[src/hw/rtl/utf8cs_pkg.sv]
package utf8cs_pkg;

    localparam int BYTE_W       = 8;
    localparam int LEN_W        = 3;
    localparam int PACKED_W     = 32;
    localparam int CHAR_COUNT_W = 32;
    localparam int QUEUE_DEPTH  = 2;

    localparam logic [BYTE_W-1:0] BYTE_MASK = 8'hFF;
    localparam logic [BYTE_W-1:0] CONT_MASK = 8'hC0;
    localparam logic [BYTE_W-1:0] CONT_TAG  = 8'h80;

    typedef enum logic [2:0] {
        ST_OK       = 3'd0,
        ST_BAD_LEAD = 3'd1,
        ST_BAD_CONT = 3'd2,
        ST_TRUNC    = 3'd3,
        ST_END_NONE = 3'd4
    } t_status;

    // Classified byte handed from the front to the back.
    typedef struct packed {
        logic [BYTE_W-1:0] data;
        logic              eos;
        logic [LEN_W-1:0]  lead_len;  // 0 means not a legal lead byte
        logic              is_cont;
    } t_cls_item;

    typedef struct packed {
        logic full;
        logic empty;
    } t_queue_stat;

endpackage

[src/hw/rtl/utf8cs_back.sv]
module utf8cs_back #(
    parameter int COUNT_BITS = 32
) (
    input  logic                                  i_clk,
    input  logic                                  i_rst_n,
    input  logic                                  i_strict_mode,
    input  utf8cs_pkg::t_cls_item                 i_item,
    input  utf8cs_pkg::t_queue_stat               i_qstat,
    output logic                                  o_pop,
    input  logic                                  i_ready,
    output logic                                  o_valid,
    output logic [utf8cs_pkg::PACKED_W-1:0]       o_packed_char,
    output logic [utf8cs_pkg::LEN_W-1:0]          o_char_len,
    output utf8cs_pkg::t_status                   o_status,
    output logic [utf8cs_pkg::CHAR_COUNT_W-1:0]   o_char_count,
    output logic                                  o_is_last
);

    localparam int PW = utf8cs_pkg::PACKED_W;
    localparam int LW = utf8cs_pkg::LEN_W;
    localparam int CW = utf8cs_pkg::CHAR_COUNT_W;
    localparam int BW = utf8cs_pkg::BYTE_W;

    // string state
    logic [LW-1:0]         r_exp_len, n_exp_len;
    logic [LW-1:0]         r_taken, n_taken;
    logic [PW-1:0]         r_accum, n_accum;
    logic [COUNT_BITS-1:0] r_count, n_count;
    logic                  r_hold, n_hold;

    // output register
    logic                  r_out_valid;
    logic [PW-1:0]         r_packed;
    logic [LW-1:0]         r_len;
    utf8cs_pkg::t_status   r_status;
    logic [CW-1:0]         r_count_out;
    logic                  r_last;

    logic                  w_emit, w_last;
    logic [PW-1:0]         w_packed;
    logic [LW-1:0]         w_len;
    utf8cs_pkg::t_status   w_status;
    logic [COUNT_BITS-1:0] w_cnt_now;
    logic [CW-1:0]         w_cnt32;
    logic [PW-1:0]         w_acc_next;
    logic [LW-1:0]         w_taken_next;
    logic                  w_inc;

    assign o_pop = !i_qstat.empty && (!r_out_valid || i_ready);

    assign w_acc_next   = {r_accum[PW-BW-1:0], i_item.data};
    assign w_taken_next = r_taken + 1'b1;

    always_comb begin
        n_exp_len = r_exp_len;
        n_taken   = r_taken;
        n_accum   = r_accum;
        n_hold    = r_hold;
        w_emit    = 1'b0;
        w_last    = i_item.eos;
        w_packed  = '0;
        w_len     = '0;
        w_status  = utf8cs_pkg::ST_OK;
        w_inc     = 1'b0;
        if (r_hold) begin
            if (i_item.eos) begin
                w_emit   = 1'b1;
                w_status = utf8cs_pkg::ST_END_NONE;
            end
        end else if (r_exp_len == '0) begin
            if (i_item.lead_len == '0) begin
                if (i_strict_mode) begin
                    n_hold   = !i_item.eos;
                    w_emit   = 1'b1;
                    w_packed = PW'(i_item.data);
                    w_len    = LW'(1);
                    w_status = utf8cs_pkg::ST_BAD_LEAD;
                end else if (i_item.eos) begin
                    w_emit   = 1'b1;
                    w_status = utf8cs_pkg::ST_END_NONE;
                end
            end else if (i_item.lead_len == LW'(1)) begin
                w_inc    = 1'b1;
                w_emit   = 1'b1;
                w_packed = PW'(i_item.data);
                w_len    = LW'(1);
            end else begin
                n_exp_len = i_item.lead_len;
                n_taken   = LW'(1);
                n_accum   = PW'(i_item.data);
                if (i_item.eos) begin
                    w_emit   = 1'b1;
                    w_packed = PW'(i_item.data);
                    w_len    = LW'(1);
                    w_status = utf8cs_pkg::ST_TRUNC;
                end
            end
        end else begin
            if (i_strict_mode && !i_item.is_cont) begin
                n_exp_len = '0;
                n_taken   = '0;
                n_accum   = '0;
                n_hold    = !i_item.eos;
                w_emit    = 1'b1;
                w_packed  = w_acc_next;
                w_len     = w_taken_next;
                w_status  = utf8cs_pkg::ST_BAD_CONT;
            end else if (w_taken_next >= r_exp_len) begin
                n_exp_len = '0;
                n_taken   = '0;
                n_accum   = '0;
                w_inc     = 1'b1;
                w_emit    = 1'b1;
                w_packed  = w_acc_next;
                w_len     = r_exp_len;
            end else begin
                n_accum = w_acc_next;
                n_taken = w_taken_next;
                if (i_item.eos) begin
                    w_emit   = 1'b1;
                    w_packed = w_acc_next;
                    w_len    = w_taken_next;
                    w_status = utf8cs_pkg::ST_TRUNC;
                end
            end
        end

        w_cnt_now = (w_inc && r_count != '1) ? r_count + 1'b1 : r_count;
        n_count   = w_cnt_now;
        // a closing result wipes the whole string context
        if (w_emit && w_last) begin
            n_exp_len = '0;
            n_taken   = '0;
            n_accum   = '0;
            n_hold    = 1'b0;
            n_count   = '0;
        end
    end

    generate
        if (COUNT_BITS > CW) begin : g_sat
            assign w_cnt32 = (|w_cnt_now[COUNT_BITS-1:CW]) ? '1 : w_cnt_now[CW-1:0];
        end else begin : g_ext
            assign w_cnt32 = CW'(w_cnt_now);
        end
    endgenerate

    always_ff @(posedge i_clk) begin
        if (!i_rst_n) begin
            r_exp_len   <= '0;
            r_taken     <= '0;
            r_accum     <= '0;
            r_count     <= '0;
            r_hold      <= 1'b0;
            r_out_valid <= 1'b0;
        end else begin
            if (o_pop) begin
                r_exp_len <= n_exp_len;
                r_taken   <= n_taken;
                r_accum   <= n_accum;
                r_count   <= n_count;
                r_hold    <= n_hold;
            end
            if (o_pop && w_emit) begin
                r_out_valid <= 1'b1;
            end else if (i_ready) begin
                r_out_valid <= 1'b0;
            end
        end
    end

    always_ff @(posedge i_clk) begin
        if (o_pop && w_emit) begin
            r_packed    <= w_packed;
            r_len       <= w_len;
            r_status    <= w_status;
            r_count_out <= w_cnt32;
            r_last      <= w_last;
        end
    end

    assign o_valid       = r_out_valid;
    assign o_packed_char = r_packed;
    assign o_char_len    = r_len;
    assign o_status      = r_status;
    assign o_char_count  = r_count_out;
    assign o_is_last     = r_last;

endmodule
[config.mk]
export PLATFORM = sky130hd
export DESIGN_NAME = utf8cs_back
export DESIGN_NICKNAME = d
export VERILOG_FILES = /design/src/hw/rtl/utf8cs_pkg.sv /design/src/hw/rtl/utf8cs_back.sv
export SDC_FILE = /design/constraint.sdc
export NUM_CORES = 1
export LEC_CHECK = 0
export BUFFER_PORTS_ARGS = -buffer_cell sky130_fd_sc_hd__buf_4
export CAP_MARGIN = 20
export CORE_MARGIN = 2
export CORE_UTILIZATION = 40
export DETAILED_ROUTE_END_ITERATION = 8
export PLACE_DENSITY = 0.64
export SYNTH_ARGS = -nofsm -noshare
export SYNTH_HDL_FRONTEND = slang
export SYNTH_SLANG_ARGS = --single-unit
[constraint.sdc]
create_clock -name i_clk -period 5.7 [get_ports i_clk]
set_input_delay 0.57 -clock i_clk [delete_from_list [all_inputs] [get_ports i_clk]]
set_output_delay 0.57 -clock i_clk [all_outputs]
set_load 0.05 [all_outputs]
==> flow_summary.yaml <==
sta:
  worstMarginPinSlew_ps: 995
  whs_ps: 362
  finClkSkew_ps: 7.07
  final.setup.tns_ps: 0
  rsz0062_at_grt: "no"
  drv_slew: 0
  hold_viol: 0
  worst_slack_ps: 2130
  finalSetupViolCount: 0
  period_share_pct: 62.6
  period_minus_slack_ps: 3570
  max_freq_mhz: 280
  relSlewSlack_pct: 33.7
clock_network:
  post-cts-setup-buffers: 0
  clockRootBuffer: "clkbuf_16"
  clock_path_buffers: 2
  cts_tree: "yes"
  holdBufCountCts: 0
  cts_buffers: 17
  cts.sinks: 135
  clk_pin_slew_ps: 60
  ctsResizeCount: 0
  clkLatencyLatePin_ps: 420
  htree_num_levels: 4
critical_path:
  cp_max_fo: 16
  cp-start-kind: "flip-flop"
  crit_type: "flip-flop to flip-flop"
  arrival_ps: 3910
  end_kind: "flip-flop"
  cp_data_required_time_ps: 6040
yosys:
  yosysWarnings: 0
  synth.cell_area_um2: 6060
  ys_seq_area_share_pct: 56.3
  syn_nets: 618
  yosysTopAreaCell: "edfxtp_1"
  postSynthCellCount: 594
  yosys-top-cells-area: "edfxtp_1 (35%), dfxtp_1 (21%), nand2_1 (5.1%)"
  synth_seq_cells: 135
  synth_top_area_share_pct: 35.2
  synthArstFlopShare_pct: 0
  ys_types: 48
  yosys_most_used_dff: "edfxtp_1"
  synth_edf_count: 71
  avgSynthCellArea_um2: 10.2
detailed_routing:
  drt-total-wl_um: 14100
  drc: 0
  drt_iter0_markers: 532
  ant_nets: 0
  first_pass_iters: 5
  drt-wirelength-per-cell_um: 16.1
  drt-vias-per-instance: 5.59
  vias: 4878
floorplanning:
  start_util_pct: 40.3
  die_w_um: 127
  core-area_um2: 15000
  die-area_um2: 16200
  rows: 45
  die_y_um: 127
  io_pins: 92
place:
  gp_congestion: 0.871
  place_hpwl_um: 9420
  dp.cells: 841
  port_buffers: 90
  post-place-ws_ps: 2180
  placedInstanceArea_um2: 6880
run:
  maxCapViolations: 0
finish:
  instances_no_fill: 873
  layout_commonest_cell: "buf_4"
  syn_to_final_growth_pct: 22.8
  mostFrequentLayoutCells: "buf_4 (95), nand2_1 (83), edfxtp_1 (71)"
  fin_area_um2: 7450
  nFillCells: 1357
  fin_nets: 696
  antenna_cells: 0
  drive_above_1_share_pct: 19.4
global_route:
  grt.total_usage_pct: 17.5
  grt_pass1_wl_um: 22400
  grt_max_degree: 72
  grt_pass1_vias: 4491
  antenna_found_initial: 0
  grt_overflow: 0
status:
  status: "finished clean"
power_and_ir_drop:
  p_per_area_nw_per_um2: 331
  peakVddDrop_mv: 0.219
  p_leak_nw: 2.77
worst_hold_path:
  hp-class: "input pin to flip-flop"
==> cell type report <==
class | count | area, um^2 | area share [%]
timing repair buffer | 96 | 724 | 9.72
clock inverter | 12 | 119 | 1.60
sequential | 135 | 3410 | 45.8
inverter | 9 | 33.8 | 0.453
clock buffer | 20 | 447 | 6.00
tap | 188 | 235 | 3.16
multi-input combinational | 413 | 2480 | 33.3
==> synthesized netlist by cell type (all sizes together) (6+ instances only) <==
cell type / instances
nand2: 83
edfxtp: 71
dfxtp: 64
nor2: 38
a21oi: 36
and2: 26
clkbuf: 25
nand3: 23
o21ai: 23
a31oi: 17
xor2: 17
xnor2: 16
or4: 14
buf: 12
a22o: 11
and3: 11
nor2b: 11
nand4: 10
o211ai: 10
nor3: 7
a41oi: 6
inv: 6
o41ai: 6
or3: 6
==> per-layer routing <==
layer	vias up	global-route usage, %	share of wire, %
met1	2396	22.2	45
met5	-	0	0
met3	17	4.19	4.2
met2	130	29.4	50
li1	2335	-	-
met4	0	6.01	1.3
==> registers in the layout, indices dropped and copies added, names as in the netlist <==
register       cells
r_exp_len          3
o_char_len         3
o_char_count      32
o_valid            1
o_packed_char     32
o_is_last          1
r_accum           24
r_hold             1
r_taken            3
r_count           32
o_status           3
==> stage by stage <==
| step | utilization, % | total power (W) |
|---|---|---|
| after global placement | 45.7 | 0.00143 |
| after floorplan | - | 0.00134 |
| after CTS | 49.6 | 0.00249 |
| after global routing | 49.6 | 0.00255 |
| after detailed placement | 45.8 | 0.00144 |
| final | 49.6 | 0.00247 |
==> final timing paths <==
| check | from | to | slack (ps) | depth (start not counted) |
|---|---|---|---|---|
| setup / recovery | r_taken[0] | r_count[17] | 2130 | 8 |
| hold / removal | i_item[8] | r_accum[3] | 360 | 2 |
| setup reg to reg | r_taken[0] | r_count[17] | 2130 | 8 |
| hold reg to reg | r_accum[23] | r_accum[23] | 450 | 2 |
==> worst max-delay path, stage by stage, from the launching register on <==
cell,delay [ps]
dfxtp_1,350
ha_1,240
xor2_1,170
ha_1,320
a31oi_1,280
o41ai_4,820
nand2_1,520
or4_1,610
a21oi_1,160
==> cells by family (layout without fill, tap and decap cells) <==
family                     count (synthesis)  in the layout  synth area share (%)
adders and majority gates                  5              5                  1.03
buffers and inverters                     46            137                  3.09
and+or+nand+nor                          243            243                  20.2
xor gates and xnor gates                  33             33                  4.77
AOI/OAI and AO/OA                        131            131                  14.4
muxes                                      1              1                 0.165
DFF                                      135            135                  56.3
==> report_power, final <==
part / internal [W] / total [W] / switching, W
registers: 0.00107 / 0.00109 / 0.0000172
logic: 0.0000857 / 0.000332 / 0.000246
clock network: 0.000617 / 0.00105 / 0.000429
total: 0.00177 / 0.00247 / 0.000692
(Power assumes the default switching activity.)
